File: config.mk
export PLATFORM = sky130hd
export DESIGN_NAME = tcsp_ctrl
export DESIGN_NICKNAME = d
export VERILOG_FILES = /design/src/design/tcsp_pkg.sv /design/src/design/tcsp_ctrl.sv
export SDC_FILE = /design/constraint.sdc
export NUM_CORES = 1
export LEC_CHECK = 0
export ABC_AREA = 1
export BUFFER_PORTS_ARGS = -buffer_cell sky130_fd_sc_hd__buf_2
export CAP_MARGIN = 0
export CORE_MARGIN = 1.5
export CORE_UTILIZATION = 58
export DETAILED_ROUTE_END_ITERATION = 8
export PLACE_DENSITY = 0.9
export SLEW_MARGIN = 20
export SYNTH_ARGS = -nofsm -noshare
export SYNTH_HDL_FRONTEND = slang
export SYNTH_SLANG_ARGS = --single-unit
File: constraint.sdc
create_clock -name clk -period 2.8 [get_ports clk]
set_clock_uncertainty 0.15 [all_clocks]
set_input_delay 0.42 -clock clk [delete_from_list [all_inputs] [get_ports clk]]
set_output_delay 0.42 -clock clk [all_outputs]
set_load 0.03 [all_outputs]
File: src/design/tcsp_pkg.sv
// shared types and constants for the two-choice slot placement block
package tcsp_pkg;

  localparam int unsigned SLOT_W        = 10;
  localparam int unsigned SLOTS_DEFAULT = 1024;

  typedef struct packed {
    logic              taken;
    logic [SLOT_W-1:0] alt;
  } slot_entry_t;

  typedef enum logic [3:0] {
    ST_CLEAR,
    ST_IDLE,
    ST_READ_LO,
    ST_CHECK_LO,
    ST_CHECK_HI,
    ST_START,
    ST_WALK,
    ST_SHIFT,
    ST_FINISH
  } state_t;

endpackage

File: src/design/tcsp_ctrl.sv
// placement sequencer: lookups, displacement walk and chain shift over the slot store
module tcsp_ctrl #(
  parameter int unsigned SLOTS = tcsp_pkg::SLOTS_DEFAULT,
  parameter int unsigned AW    = $clog2(SLOTS)
) (
  input  logic                          clk,
  input  logic                          rst,
  input  logic                          in_valid,
  output logic                          in_ready,
  input  logic [tcsp_pkg::SLOT_W-1:0]   slot_a,
  input  logic [tcsp_pkg::SLOT_W-1:0]   slot_b,
  output logic                          rd_en,
  output logic [AW-1:0]                 rd_addr,
  input  tcsp_pkg::slot_entry_t         rd_data,
  output logic                          wr_en,
  output logic [AW-1:0]                 wr_addr,
  output tcsp_pkg::slot_entry_t         wr_data,
  output logic                          res_load,
  output logic                          res_bit,
  input  logic                          res_free
);
  import tcsp_pkg::*;

  state_t            state, state_next;
  logic [AW-1:0]     clr_addr, clr_addr_next;
  logic [SLOT_W-1:0] lo, lo_next;
  logic [SLOT_W-1:0] hi, hi_next;
  logic [SLOT_W-1:0] lo_alt, lo_alt_next;
  logic [SLOT_W-1:0] hi_alt, hi_alt_next;
  logic [SLOT_W-1:0] nxt, nxt_next;
  logic              from_hi, from_hi_next;
  logic              res, res_next;
  logic [SLOT_W-1:0] start_c;
  logic [SLOT_W-1:0] start_n;

  function automatic logic in_range(input logic [SLOT_W-1:0] x);
    return 32'(x) < SLOTS;
  endfunction

  assign start_c = from_hi ? hi : lo;
  assign start_n = from_hi ? hi_alt : lo_alt;
  assign res_bit = res;

  always_ff @(posedge clk) begin
    if (rst) begin
      state    <= ST_CLEAR;
      clr_addr <= '0;
      from_hi  <= 1'b0;
    end else begin
      state    <= state_next;
      clr_addr <= clr_addr_next;
      from_hi  <= from_hi_next;
    end
  end

  always_ff @(posedge clk) begin
    lo     <= lo_next;
    hi     <= hi_next;
    lo_alt <= lo_alt_next;
    hi_alt <= hi_alt_next;
    nxt    <= nxt_next;
    res    <= res_next;
  end

  always_comb begin
    state_next    = state;
    clr_addr_next = clr_addr;
    lo_next       = lo;
    hi_next       = hi;
    lo_alt_next   = lo_alt;
    hi_alt_next   = hi_alt;
    nxt_next      = nxt;
    from_hi_next  = from_hi;
    res_next      = res;
    in_ready      = 1'b0;
    rd_en         = 1'b0;
    rd_addr       = '0;
    wr_en         = 1'b0;
    wr_addr       = '0;
    wr_data       = '0;
    res_load      = 1'b0;
    unique case (state)
      ST_CLEAR: begin
        wr_en         = 1'b1;
        wr_addr       = clr_addr;
        clr_addr_next = clr_addr + 1'b1;
        if (clr_addr == AW'(SLOTS - 1)) begin
          state_next = ST_IDLE;
        end
      end
      ST_IDLE: begin
        in_ready = 1'b1;
        if (in_valid) begin
          lo_next    = (slot_a < slot_b) ? slot_a : slot_b;
          hi_next    = (slot_a < slot_b) ? slot_b : slot_a;
          state_next = ST_READ_LO;
        end
      end
      ST_READ_LO: begin
        if (!in_range(hi)) begin
          res_next   = 1'b0;
          state_next = ST_FINISH;
        end else begin
          rd_en      = 1'b1;
          rd_addr    = AW'(lo);
          state_next = ST_CHECK_LO;
        end
      end
      ST_CHECK_LO: begin
        lo_alt_next = rd_data.alt;
        if (!rd_data.taken) begin
          wr_en      = 1'b1;
          wr_addr    = AW'(lo);
          wr_data    = '{taken: 1'b1, alt: hi};
          res_next   = 1'b1;
          state_next = ST_FINISH;
        end else begin
          rd_en      = 1'b1;
          rd_addr    = AW'(hi);
          state_next = ST_CHECK_HI;
        end
      end
      ST_CHECK_HI: begin
        hi_alt_next = rd_data.alt;
        if (!rd_data.taken) begin
          wr_en      = 1'b1;
          wr_addr    = AW'(hi);
          wr_data    = '{taken: 1'b1, alt: hi};
          res_next   = 1'b1;
          state_next = ST_FINISH;
        end else begin
          from_hi_next = 1'b0;
          state_next   = ST_START;
        end
      end
      ST_START: begin
        // first hop of a walk from the lower, then the higher slot
        if (start_n == start_c || !in_range(start_n)) begin
          if (from_hi) begin
            res_next   = 1'b0;
            state_next = ST_FINISH;
          end else begin
            from_hi_next = 1'b1;
          end
        end else begin
          rd_en      = 1'b1;
          rd_addr    = AW'(start_n);
          nxt_next   = start_n;
          state_next = ST_WALK;
        end
      end
      ST_WALK: begin
        if (!rd_data.taken) begin
          // chain ends in a free slot: new item takes the start slot
          wr_en      = 1'b1;
          wr_addr    = AW'(start_c);
          wr_data    = '{taken: 1'b1, alt: hi};
          rd_en      = 1'b1;
          rd_addr    = AW'(start_n);
          nxt_next   = start_n;
          state_next = ST_SHIFT;
        end else if (rd_data.alt == nxt || !in_range(rd_data.alt)) begin
          if (from_hi) begin
            res_next   = 1'b0;
            state_next = ST_FINISH;
          end else begin
            from_hi_next = 1'b1;
            state_next   = ST_START;
          end
        end else begin
          rd_en    = 1'b1;
          rd_addr  = AW'(rd_data.alt);
          nxt_next = rd_data.alt;
        end
      end
      ST_SHIFT: begin
        // every moved occupant lands in its own higher slot
        wr_en   = 1'b1;
        wr_addr = AW'(nxt);
        wr_data = '{taken: 1'b1, alt: nxt};
        if (!rd_data.taken) begin
          res_next   = 1'b1;
          state_next = ST_FINISH;
        end else begin
          rd_en    = 1'b1;
          rd_addr  = AW'(rd_data.alt);
          nxt_next = rd_data.alt;
        end
      end
      ST_FINISH: begin
        if (res_free) begin
          res_load   = 1'b1;
          state_next = ST_IDLE;
        end
      end
      default: begin
        state_next = ST_IDLE;
      end
    endcase
  end

endmodule

== After elaboration in Yosys (flattened, before gate mapping) ==
Cells that the tools add are included.

* Mux-type cells: 54
* Eq/ne operators: 25
* $lt $le $gt $ge: 1
* $add $sub $neg: 1
* Reduce and logical (&&, ||, !) cells: 13

{| class="wikitable"
|+ Operators with widths
! kind !! count
|-
| two-way mux 10 bit || 16
|-
| one-hot mux 10 bit (5 select lines) || 2
|-
| two-way mux 4 bit || 11
|-
| one-hot mux 4 bit (9 select lines) || 1
|-
| one-hot mux 10 bit (3 select lines) || 1
|-
| inequality test 2 bit (second input constant) || 11
|-
| one-hot mux 11 bit (2 select lines) || 1
|-
| equality test 10 bit || 2
|-
| two-way mux 1 bit || 17
|-
| equality test 4 x 3 -> 1 bit (second input constant) || 4
|-
| two-way mux 11 bit || 1
|-
| adder 10 x 1 -> 10 bit (second input constant) || 1
|-
| equality test 10 bit (second input constant) || 1
|-
| less-than comparator 10 bit || 1
|-
| AND reduction 5 bit || 2
|-
| inequality test 3 bit (second input constant) || 3
|-
| nonzero test 3 bit || 3
|-
| equality test 4 x 2 -> 1 bit (second input constant) || 2
|-
| one-hot mux 1 bit (3 select lines) || 2
|-
| AND reduction 6 bit || 1
|-
| OR reduction 3 bit || 2
|-
| equality test 4 x 1 -> 1 bit (second input constant) || 1
|-
| equality test 4 bit (second input constant) || 1
|-
| logical NOT 4 bit || 1
|-
| 5 further kinds || 6
|}

* Bits in registers: 66
* Input bits: 35

== Longest topological paths before layout ==
Gate-level depths: netlist of the first run.

* Word-level depth: 4
* Gate-level depth with buffers: 15
* Mapped depth without buffers: 14

== Worst setup path before layout of the first run ==
OpenSTA, ideal clock, no wires.

* Kind: reg2out
* Start point: register state[3]
* End point: output wr_data[4] in the netlist's numbering
* Cell stages (with the launch flop): 8
* Path buffers: 0
* Setup slack: 26 ps
* Arrival: 2204 ps
* Cells stage by stage: dfxtp_1 -> nor2_1 -> inv_1 -> nor2_1 -> inv_1 -> nand2_1 -> nand2_1 -> o21ai_0

{| class="wikitable"
|+ RTL lines
! item !! line !! RTL
|-
| start, declared || tcsp_ctrl.sv:24 || <nowiki>state_t state, state_next;</nowiki>
|-
| start signal, assigned || tcsp_ctrl.sv:50 || <nowiki>state <= state_next;</nowiki>
|-
| end, declared || tcsp_ctrl.sv:17 || <nowiki>output tcsp_pkg::slot_entry_t wr_data,</nowiki>
|}

== Worst setup path in the final report of the first run ==
* Start point: register from_hi
* End point: output rd_addr[9]

* Word-level cells in the longest chain between the ends: 4
* Elaborated cells on any way between the ends: 6
* Those cells by class: 1 x eq/ne; 5 x mux

{| class="wikitable"
|+ Ends and longest elaborated chain
! item !! line !! RTL
|-
| start, declared || tcsp_ctrl.sv:31 || <nowiki>logic from_hi, from_hi_next;</nowiki>
|-
| start signal, assigned || tcsp_ctrl.sv:52 || <nowiki>from_hi <= from_hi_next;</nowiki>
|-
| two-way mux 10 bit, on equally long branches || tcsp_ctrl.sv:41, tcsp_ctrl.sv:40 ||
|-
| equality test 10 bit || tcsp_ctrl.sv:138 || <nowiki>if (start_n == start_c || !in_range(start_n)) begin</nowiki>
|-
| two-way mux 10 bit || tcsp_ctrl.sv:138 ||
|-
| one-hot mux 10 bit (5 select lines) (*) || tcsp_ctrl.sv:82 || <nowiki>unique case (state)</nowiki>
|-
| end, declared || tcsp_ctrl.sv:13 || <nowiki>output logic [AW-1:0] rd_addr,</nowiki>
|}

Every way passes the cells marked *; elsewhere a longest branch is shown, timed or not.

==> results of run 1 <==
[synth_stat cells]
master     number
a2111o_1        1
a211oi_1        2
a21boi_0        1
a21oi_1        35
a21oi_2         1
a221oi_1        4
a31oi_1         2
buf_1           1
buf_2           5
buf_6           4
clkbuf_1        8
dfxtp_1        15
edfxtp_1       51
ha_1           10
inv_1          91
inv_2           2
inv_4           1
mux2_2          4
nand2_1       201
nand2_2         6
nand2_4         2
nand3_1        21
nand4_1         8
nor2_1         45
nor2_2          6
nor2_4          1
nor3_1          8
nor3_2          2
nor4_1          1
nor4_2          1
o2111ai_1       6
o211ai_1        2
o21ai_0        34
o21ai_1         3
o21ai_2         1
o21bai_1        1
o221ai_1        9
o22ai_1        15
xnor2_1         4
xor2_1          4
[metal layers]
| metal | part of all wire | global-route usage | vias to the layer above |
|---|---|---|---|
| met2 | 0.47 | 0.552 | 374 |
| met3 | 0.12 | 0.0812 | 69 |
| met1 | 0.37 | 0.446 | 2156 |
| li1 | - | - | 2253 |
| met4 | 0.036 | 0.154 | 0 |
| met5 | 0 | 0 | - |
[registers in the layout, indices dropped and copies added, names as in the netlist]
| register | count |
|---|---|
| state | 4 |
| hi | 10 |
| res_bit | 1 |
| nxt | 10 |
| from_hi | 1 |
| clr_addr | 10 |
| lo_alt | 10 |
| lo | 10 |
| hi_alt | 10 |
[power by group]
group / switching [mW] / internal, mW
logic: 0.301 / 0.147
clock network: 0.404 / 0.500
registers: 0.0399 / 1.10
[cell usage in the layout (no fill, tap or decap), types with 3 or more instances in the layout]
| cell type | n |
|---|---|
| a21oi_1 | 35 |
| buf_2 | 60 |
| buf_4 | 30 |
| buf_6 | 5 |
| clkbuf_8 | 9 |
| dfxtp_1 | 12 |
| edfxtp_1 | 51 |
| ha_1 | 10 |
| inv_1 | 87 |
| inv_2 | 4 |
| mux2_2 | 4 |
| nand2_1 | 170 |
| nand2_2 | 30 |
| nand2_4 | 8 |
| nand3_1 | 19 |
| nand4_1 | 8 |
| nor2_1 | 38 |
| nor2_2 | 7 |
| nor2_4 | 7 |
| nor3_1 | 7 |
| nor3_2 | 3 |
| o2111ai_2 | 3 |
| o21ai_0 | 32 |
| o21ai_1 | 4 |
| o221ai_1 | 8 |
| o22ai_1 | 13 |
| xnor2_1 | 4 |
| xor2_1 | 3 |
[per-stage QoR]
step	TNS (ns)	hold WS (ns)	cells	total power, mW	area, µm²
final	-0.0571	0.149	818	2.50	5750
after global routing	-1.32	0.137	818	2.58	5750
after CTS	-0.946	0.139	807	2.46	5280
after detailed placement	0	0.325	791	1.58	5040
after global placement	0	0.321	791	1.57	5040
after floorplan	0	0.308	619	1.43	4500
[worst max-delay path by stage]
stage,slack (ns),to
floorplan,0.03,wr_data[4]
CTS,-0.14,rd_addr[8]
detailed placement,0.13,rd_addr[8]
global route,-0.14,rd_addr[7]
global placement,0.13,rd_addr[6]
finish,-0.03,rd_addr[9]
[final cells by class]
class                           count  share of cell area
Timing Repair Buffer              101               0.122
Tap cell                           99              0.0216
Inverter                           94              0.0640
Multi-Input combinational cell    442               0.434
Sequential cell                    66               0.320
Clock inverter                      7              0.0163
Clock buffer                        9              0.0216
[repair_timing]
item | CTS | global route
pin swaps | 0 | 18
resized for setup | 9 | 103
endpoints found under the setup margin | 24 | 29
setup buffers | 0 | 8
cloned | 0 | 3
[worst reg2reg max path: stages, from the launching register on]
cell and delay, ns:
dfxtp_4 0.41, inv_8 0.06, clkbuf_16 0.16, nand2_1 0.07, nand2_1 0.09, nand2_2 0.08
nand2_2 0.08, nor2_4 0.09, nand2_2 0.07, nor2_4 0.14, nand2_4 0.08, nand2_4 0.12
nand2_4 0.10, buf_4 0.15, buf_4 0.12, nor4_2 0.18
[logic make-up (layout without fill, tap and decap cells)]
| family | after synthesis | in the layout | synth area share |
|---|---|---|---|
| AOI/OAI and AO/OA | 117 | 117 | 0.157 |
| xor gates and xnor gates | 8 | 8 | 0.0156 |
| adders and majority gates | 10 | 10 | 0.0278 |
| buffers and inverters | 112 | 211 | 0.102 |
| DFF | 66 | 66 | 0.407 |
| muxes | 4 | 4 | 0.0100 |
| and+or+nand+nor | 302 | 303 | 0.281 |
==> run metrics, run 1 <==
GRT Resource Usage Total=0.346; clk sinks=66; post-route core utilization=0.780; MaxCap Viol Count=0; CTS tree=built; syn avg cell area=7.28 µm²; Post-Syn Area=approximately 4500 µm²; Max Fanout on Critical Path=10; pre-CTS setup slack=0.132 ns; DRC=0; HP Start=rd_data[2]; CP cell instances=inv_8, clkbuf_16, nand2_1, nand2_1, nand2_2, nand2_2, nor2_4, nand2_2, nor2_4, nand2_4, nand2_4, nand2_4, nand2_4, o2111ai_4, buf_6; cell mode on critical path=nand2_4; yosys warns=0; die extent in x=around 91 µm; Die H=around 91 µm; Max Slew Vio Count=0; first-pass GRT wire length=22000 µm; Setup violations, final=4; area of the multi-input gates=approximately 2500 µm²; Vias/cell=roughly 5.9; worst path bufs/invs=3; Clock Tree Buf Depth=2; critical path type=reg2out; CP endpoint kind=primary output; Synth area leaders=edfxtp_1 (34%), nand2_1 (17%), inv_1 (7.6%); sequential element share of the synthesized area=0.407; CP Depth=15; 1st-pass router iterations=6; post-route ant nets=0; Worst-path clk slew=~0.08 ns; largest net degree at the start of global routing=25; Congestion Overflow GR=0; leakage=about 2.7 nW; flop and latch count out of synthesis=between 60 and 70; Worst Path Required=~2.2 ns; I/O Pins=slightly above 70; vias in the first global route=about 4400; final wirelength=around 15000 µm; vias=just under 5000; peak supply drop=0.338 mV; RSZ-0062 raised after global routing=yes; kind of start point of the critical path=register; RD Place Congestion=~1.0; failing checks=setup timing; Reg2Reg Launch Point=from_hi$_SDFFE_PP0P_; Worst-Margin Slew=~0.60 ns; syn nets=roughly 660; hold-critical path depth=1; Peak Freq=about 0.35 GHz; Initial Util=0.611; fin nets=759; CTS Buf Count=9; reg2reg setup slack=about 0.35 ns; Critical Path Source=from_hi$_SDFFE_PP0P_; post-synth top area share=0.340; Post-Synthesis Cells=619; HPWL after detailed placement=~11000 µm; min cycle time layout=~2.8 ns; crit-path max cell delay=0.41 ns; slowest CP cell=dfxtp_4; initial antenna violation count=0; port buffer count=70; Core Rows=31; die footprint=between 8000 and 9000 µm²; Yosys top cell by area=edfxtp_1; H-tree depth=3; R2R depth=15; post-DR wirelength/cell=about 18 µm; delay-heaviest family, CP=simple AND/OR/NAND/NOR gates; layout cells sized above 1=0.282; status=finished, violations left; Root Driver=clkbuf_8; fin crit share=1.01; Pwr Density=around 430 nW/µm²; reg2reg end=res_bit$_SDFFCE_PP1P_; FILL cells=approximately 530; Worst Hold Class=in2reg; Worst slew margin=0.602; core outline area=roughly 7400 µm²; Worst Hold Path EP=hi_alt[2]$_DFFE_PP_; count of cell types in the netlist=40; slack of the critical path=-0.0341 ns; Hold Fails Final Rpt=0; hold_buf cts=0; DR iter-0 viols=569; Worst-Skew Late Latency=0.36 ns; sequential cell area=~1800 µm²; Arrival @ worst endpoint=about 2.3 ns; area delta synth->final=27.6%; # diodes=0
Power figures use the tool's default switching activity.
==> inputs of run 2 (changes only) <==
--- a/config.mk
+++ b/config.mk
@@ -12,7 +12,9 @@
 export CORE_UTILIZATION = 58
 export DETAILED_ROUTE_END_ITERATION = 8
 export PLACE_DENSITY = 0.9
+export SKIP_CTS_REPAIR_TIMING = 1
 export SLEW_MARGIN = 20
 export SYNTH_ARGS = -nofsm -noshare
 export SYNTH_HDL_FRONTEND = slang
 export SYNTH_SLANG_ARGS = --single-unit
+export TNS_END_PERCENT = 20
==> run 2 against run 1 <==
Effect of this change:
- die area stayed put
- the flow still finishes with violations (setup timing)
- final cell count is 0.12% lower
- critical path depth is the same
- setup slack worse by 0.021 ns
==> run metrics, run 2 (synthesized netlist as in run 1, its figures left out) <==
status=finished, violations left; failing checks=setup timing; I/O Pins=71 (unchanged); routed wl met2=7110 µm (+0.89%); first-pass GRT wire length=21900 µm (-0.56%); layout cells sized above 1=0.286 (+0.00318); Worst-path clk slew=0.09 ns (about the same); fin nets=758 (-0.13%); most frequent cells in the layout=nand2_1 (170), inv_1 (86), buf_2 (58), edfxtp_1 (51), nor2_1 (38); critical path type=reg2out; die extent in x=91.1 µm (unchanged); DR iter-0 viols=705 (+24%); Top Metal Used=met4; Max Slew Vio Count=0 (unchanged); HPWL after detailed placement=10900 µm (unchanged); Setup violations, final=10 (+6); Worst slew margin=0.604 (+0.00160); CTS Buf Count=9 (unchanged); Die H=91.1 µm (unchanged); Sw Ratio=0.300 (+0.00134); CTS tree=built; fin crit share=1.02 (+0.00736); port buffer count=70 (unchanged); Int Pwr=1.75 mW (about the same); slack of the critical path=-0.0547 ns (-0.0206 ns); post-route ant nets=0 (unchanged); DRT met1 WL=5660 µm (+1.8%); RSZ-0062 raised after global routing=yes; Seq pwr share=0.458 (about the same); peak supply drop=0.340 mV (+0.58%); Max Fanout on Critical Path=5 (-5); kind of start point of the critical path=register; 1st-pass router iterations=6 (unchanged); vias=4908 (+1.2%); final wirelength=15200 µm (+1.6%); Final Cell Area=5790 µm² (+0.76%); DRC=0 (unchanged); Worst-Margin Slew=0.595 ns (-0.00240 ns); Arrival @ worst endpoint=2.28 ns (+0.02 ns); H-tree depth=3 (unchanged); Comb pwr share=0.180 (about the same); clk sinks=66 (unchanged); Hold Fails Final Rpt=0 (unchanged); CP endpoint kind=primary output; reg2reg setup slack=0.46 ns (+0.11 ns); leakage=2.70 nW (+0.96%); Congestion Overflow GR=0 (unchanged); largest net degree at the start of global routing=25 (unchanged); Initial Util=0.611 (unchanged); Root Driver=clkbuf_8; GRT Resource Usage Total=0.344 (-0.00179); Clock power frac=0.362 (about the same); FILL cells=508 (-3.6%); Peak Freq=0.350 GHz (-0.72%); Worst Path Required=2.23 ns (about the same); post-route core utilization=0.786 (+0.00594); vias in the first global route=4367 (-0.30%); Worst-Skew Late Latency=0.36 ns (about the same); Post-Place Cell Area=5040 µm² (unchanged); core outline area=7370 µm² (unchanged); Worst Hold Class=in2reg; Core Rows=31 (unchanged); Clock Tree Buf Depth=2 (unchanged); # diodes=0 (unchanged); area delta synth->final=28.5%; initial antenna violation count=0 (unchanged); post-DR wirelength/cell=18.6 µm (+1.7%); NetSw=0.750 mW (+0.65%); RD Place Congestion=1.01 (unchanged); die footprint=8300 µm² (unchanged); MaxCap Viol Count=0 (unchanged); Pwr Density=432 nW/µm² (-0.56%); commonest non-fill, non-tap cell in the layout=nand2_1; Vias/cell=6.01 (+1.3%); min cycle time layout=2.85 ns (+0.0206 ns); metal3 WL=1730 µm (-4.9%)
## run 2: cell types whose count changed in the layout (fill, tap and decap cells not counted), sizes merged
cell / before / now
buf: 99 / 98
## run 2: critical path, cell delays in order, from the launching register on
cell and delay, ns:
dfxtp_4 0.41, inv_8 0.06, clkbuf_16 0.16, nand2_1 0.09, nand2_2 0.08, inv_2 0.09
nand2_1 0.09, nand2_1 0.08, nand3_2 0.09, nor2_4 0.12, nand2_4 0.09, nand2_8 0.11
nand2_8 0.08, nand2_1 0.08, nand4_1 0.12, buf_6 0.17
## run 2: cell type report
class / instances / area [µm²] / share of cell area
Clock buffer: 9 / 124 / 0.0214
Clock inverter: 7 / 93.8 / 0.0162
Inverter: 94 / 368 / 0.0635
Multi-Input combinational cell: 442 / 2540 / 0.439
Sequential cell: 66 / 1840 / 0.317
Tap cell: 99 / 124 / 0.0214
Timing Repair Buffer: 100 / 703 / 0.121
## run 2: path summary, 6_finish.rpt
| path | startpoint | end | depth (start not counted) |
|---|---|---|---|
| max | from_hi$_SDFFE_PP0P_ | rd_addr[1] | 15 |
| min | rd_data[0] | lo_alt[0]$_DFFE_PP_ | 1 |
| max reg2reg | from_hi$_SDFFE_PP0P_ | res_bit$_SDFFCE_PP1P_ | 14 |
| min reg2reg | state[2]$_SDFFE_PP0P_ | state[2]$_SDFFE_PP0P_ | 2 |
## run 2: per-stage QoR
step / setup WS, ns / hold slack, ns / power, mW / cells / setup TNS, ns
3_5_place_dp: 0.132 / 0.325 / 1.58 / 791 / 0
5_1_grt: -0.128 / 0.146 / 2.58 / 817 / -1.17
4_1_cts: -0.247 / 0.139 / 2.46 / 807 / -2.62
2_1_floorplan: 0.0262 / 0.308 / 1.43 / 619 / 0
6_report: -0.0547 / 0.142 / 2.50 / 817 / -0.279
3_3_place_gp: 0.127 / 0.321 / 1.57 / 791 / 0
## run 2: power by group through the flow
stage               logic [mW]  clock network [mW]  registers (mW)
floorplan                0.276                   0            1.15
global placement         0.407                   0            1.16
detailed placement       0.418                   0            1.16
CTS                      0.422               0.897            1.14
global route             0.495               0.936            1.15
finish                   0.450               0.906            1.14
## run 2: metal layers
metal,track usage,up-vias
met3,0.0812,79
met5,0,-
met2,0.545,387
met4,0.158,0
met1,0.445,2198
li1,-,2244
==> inputs of run 3 (changes only) <==
--- a/config.mk
+++ b/config.mk
@@ -6,11 +6,13 @@
 export NUM_CORES = 1
 export LEC_CHECK = 0
 export ABC_AREA = 1
+export ABC_CLOCK_PERIOD_IN_PS = 2800
 export BUFFER_PORTS_ARGS = -buffer_cell sky130_fd_sc_hd__buf_2
 export CAP_MARGIN = 0
 export CORE_MARGIN = 1.5
 export CORE_UTILIZATION = 58
 export DETAILED_ROUTE_END_ITERATION = 8
+export MAX_ROUTING_LAYER = met4
 export PLACE_DENSITY = 0.9
 export SKIP_CTS_REPAIR_TIMING = 1
 export SLEW_MARGIN = 20
==> run 3 against run 2 <==
Effect of this change:
- the flow still finishes with violations (setup timing)
- via count about the same
- count of clock-buffer cells in the layout increased by 3
- sequential cell count unchanged
- global-route usage increased by 1.2 points
- non-clock buffer count increased by 1
- sequential power about the same
- final cell count increased by 0.12%
- cell area decreased by 1.5%
- sequential share of layout area increased by 0.45 points
- die area unchanged
- largest power group unchanged
==> run metrics, run 3 (synthesized netlist as in run 1, its figures left out) <==
status=finished, violations left; failing checks=setup timing; Pwr Density=426 nW/µm² (-1.3%); layout cells sized above 1=0.270 (-0.0157); Clock Tree Buf Depth=2 (unchanged); die footprint=8300 µm² (unchanged); GRT Resource Usage Total=0.356 (+0.0117); Root Driver=clkbuf_8; final wirelength=15000 µm (-1.5%); Max Slew Vio Count=0 (unchanged); slack of the critical path=-0.0193 ns (+0.0354 ns); commonest non-fill, non-tap cell in the layout=nand2_1; vias=4906 (-0.041%); post-route ant nets=0 (unchanged); first-pass GRT wire length=22100 µm (+1.0%); H-tree depth=3 (unchanged); # diodes=0 (unchanged); critical path type=reg2out; Worst-Margin Slew=0.604 ns (+0.00937 ns); peak supply drop=0.388 mV (+14%); Core Rows=31 (unchanged); DR iter-0 viols=617 (-12%); MaxCap Viol Count=0 (unchanged); area delta synth->final=26.6%; Worst Hold Class=in2reg; leakage=2.65 nW (-1.7%); Worst slew margin=0.597 (-0.00625); RD Place Congestion=1.05 (+3.6%); Vias/cell=6.00 (-0.16%); post-route core utilization=0.774 (-0.0115); die extent in x=91.1 µm (unchanged); Worst-Skew Late Latency=0.35 ns (about the same); CTS tree=built; Worst Path Required=2.23 ns (about the same); min cycle time layout=2.82 ns (-0.0354 ns); DRC=0 (unchanged); HPWL after detailed placement=10800 µm (-0.91%); CP endpoint kind=primary output; slowest CP cell=dfxtp_4; final hold slack=0.173 ns (+0.0307 ns); CTS Buf Count=9 (unchanged); port buffer count=70 (unchanged); Max Fanout on Critical Path=10 (+5); Congestion Overflow GR=0 (unchanged); Worst-path clk slew=0.08 ns (about the same); I/O Pins=71 (unchanged); crit-path max cell delay=0.42 ns (about the same); Initial Util=0.611 (unchanged); Arrival @ worst endpoint=2.25 ns (-0.03 ns); CP cell instances=inv_8, clkbuf_16, nand2_1, nand2_1, nand2_1, nand2_1, inv_1, nand2_1, nor2_2, nand2_2, nand2_4, nand2_4, nand2_2, o2111ai_1, buf_4; cell mode on critical path=nand2_1; largest net degree at the start of global routing=38 (+52%); most frequent cells in the layout=nand2_1 (173), inv_1 (89), buf_2 (59), edfxtp_1 (51), nor2_1 (40); kind of start point of the critical path=register; Peak Freq=0.355 GHz (+1.3%); initial antenna violation count=0 (unchanged); post-DR wirelength/cell=18.3 µm (-1.6%); clk sinks=66 (unchanged); fin nets=759 (+0.13%); Hold Fails Final Rpt=0 (unchanged); 1st-pass router iterations=6 (unchanged); fin crit share=1.01 (-0.0126); vias in the first global route=4382 (+0.34%); Setup violations, final=3 (-7); RSZ-0062 raised after global routing=yes; core outline area=7370 µm² (unchanged); FILL cells=556 (+9.4%); Die H=91.1 µm (unchanged)
[run 3: cell types whose count changed in the layout (fill, tap and decap cells not counted), moves of 3 or more]
cell       previous run  this run
clkbuf_16             2         5
nand2_4               8         4
inv_1                86        89
nor2_4                7         4
inv_2                 5         2
nand2_1             170       173
nand2_2              29        32
[run 3: worst max-delay path, delay by kind of cell, from the launching register on]
kind	cells	cell delay [ns]
buffers and inverters	4	0.46
AOI/OAI and AO/OA	1	0.10
DFF	1	0.42
and+or+nand+nor	10	0.91
[run 3: worst paths after layout]
check | startpoint | end | slack [ns] | cells past startpoint
worst max-delay path | from_hi$_SDFFE_PP0P_ | rd_addr[7] | -0.02 | 15
worst min register to register | clr_addr[1]$_SDFFE_PP0N_ | clr_addr[1]$_SDFFE_PP0N_ | 0.35 | 2
worst max register to register | from_hi$_SDFFE_PP0P_ | nxt[0]$_DFFE_PP_ | 0.58 | 11
worst min-delay path | rd_data[2] | hi_alt[2]$_DFFE_PP_ | 0.17 | 1
[run 3: per-stage QoR]
| step | area (µm²) | setup TNS, ns | setup WS, ns | power, mW | std cells |
|---|---|---|---|---|---|
| CTS | 5270 | -2.59 | -0.272 | 2.40 | 807 |
| global placement | 5050 | 0 | 0.102 | 1.57 | 791 |
| global route | 5700 | -1.16 | -0.113 | 2.52 | 818 |
| finish | 5700 | -0.0417 | -0.0193 | 2.43 | 818 |
| floorplan | 4500 | 0 | 0.0262 | 1.43 | 619 |
| detailed placement | 5050 | 0 | 0.0422 | 1.58 | 791 |
[run 3: final cells by class]
type	count	area, µm²	area share
timing repair buffer	101	731	0.128
tap	99	124	0.0217
sequential	66	1840	0.322
clock inverter	4	28.8	0.00504
clock buffer	12	188	0.0329
multi-input combinational	442	2430	0.426
inverter	94	365	0.0640
[run 3: power by group]
| part | internal [mW] | switching (mW) | total (mW) |
|---|---|---|---|
| registers | 1.10 | 0.0387 | 1.14 |
| logic | 0.145 | 0.294 | 0.439 |
| clock network | 0.456 | 0.394 | 0.850 |
| total | 1.70 | 0.727 | 2.43 |
[run 3: per-layer routing]
layer / track usage / part of all wire / up-vias
li1: - / - / 2260
met1: 0.463 / 0.39 / 2221
met2: 0.536 / 0.46 / 368
met3: 0.0712 / 0.11 / 57
met4: 0.161 / 0.044 / 0
met5: - / 0 / -
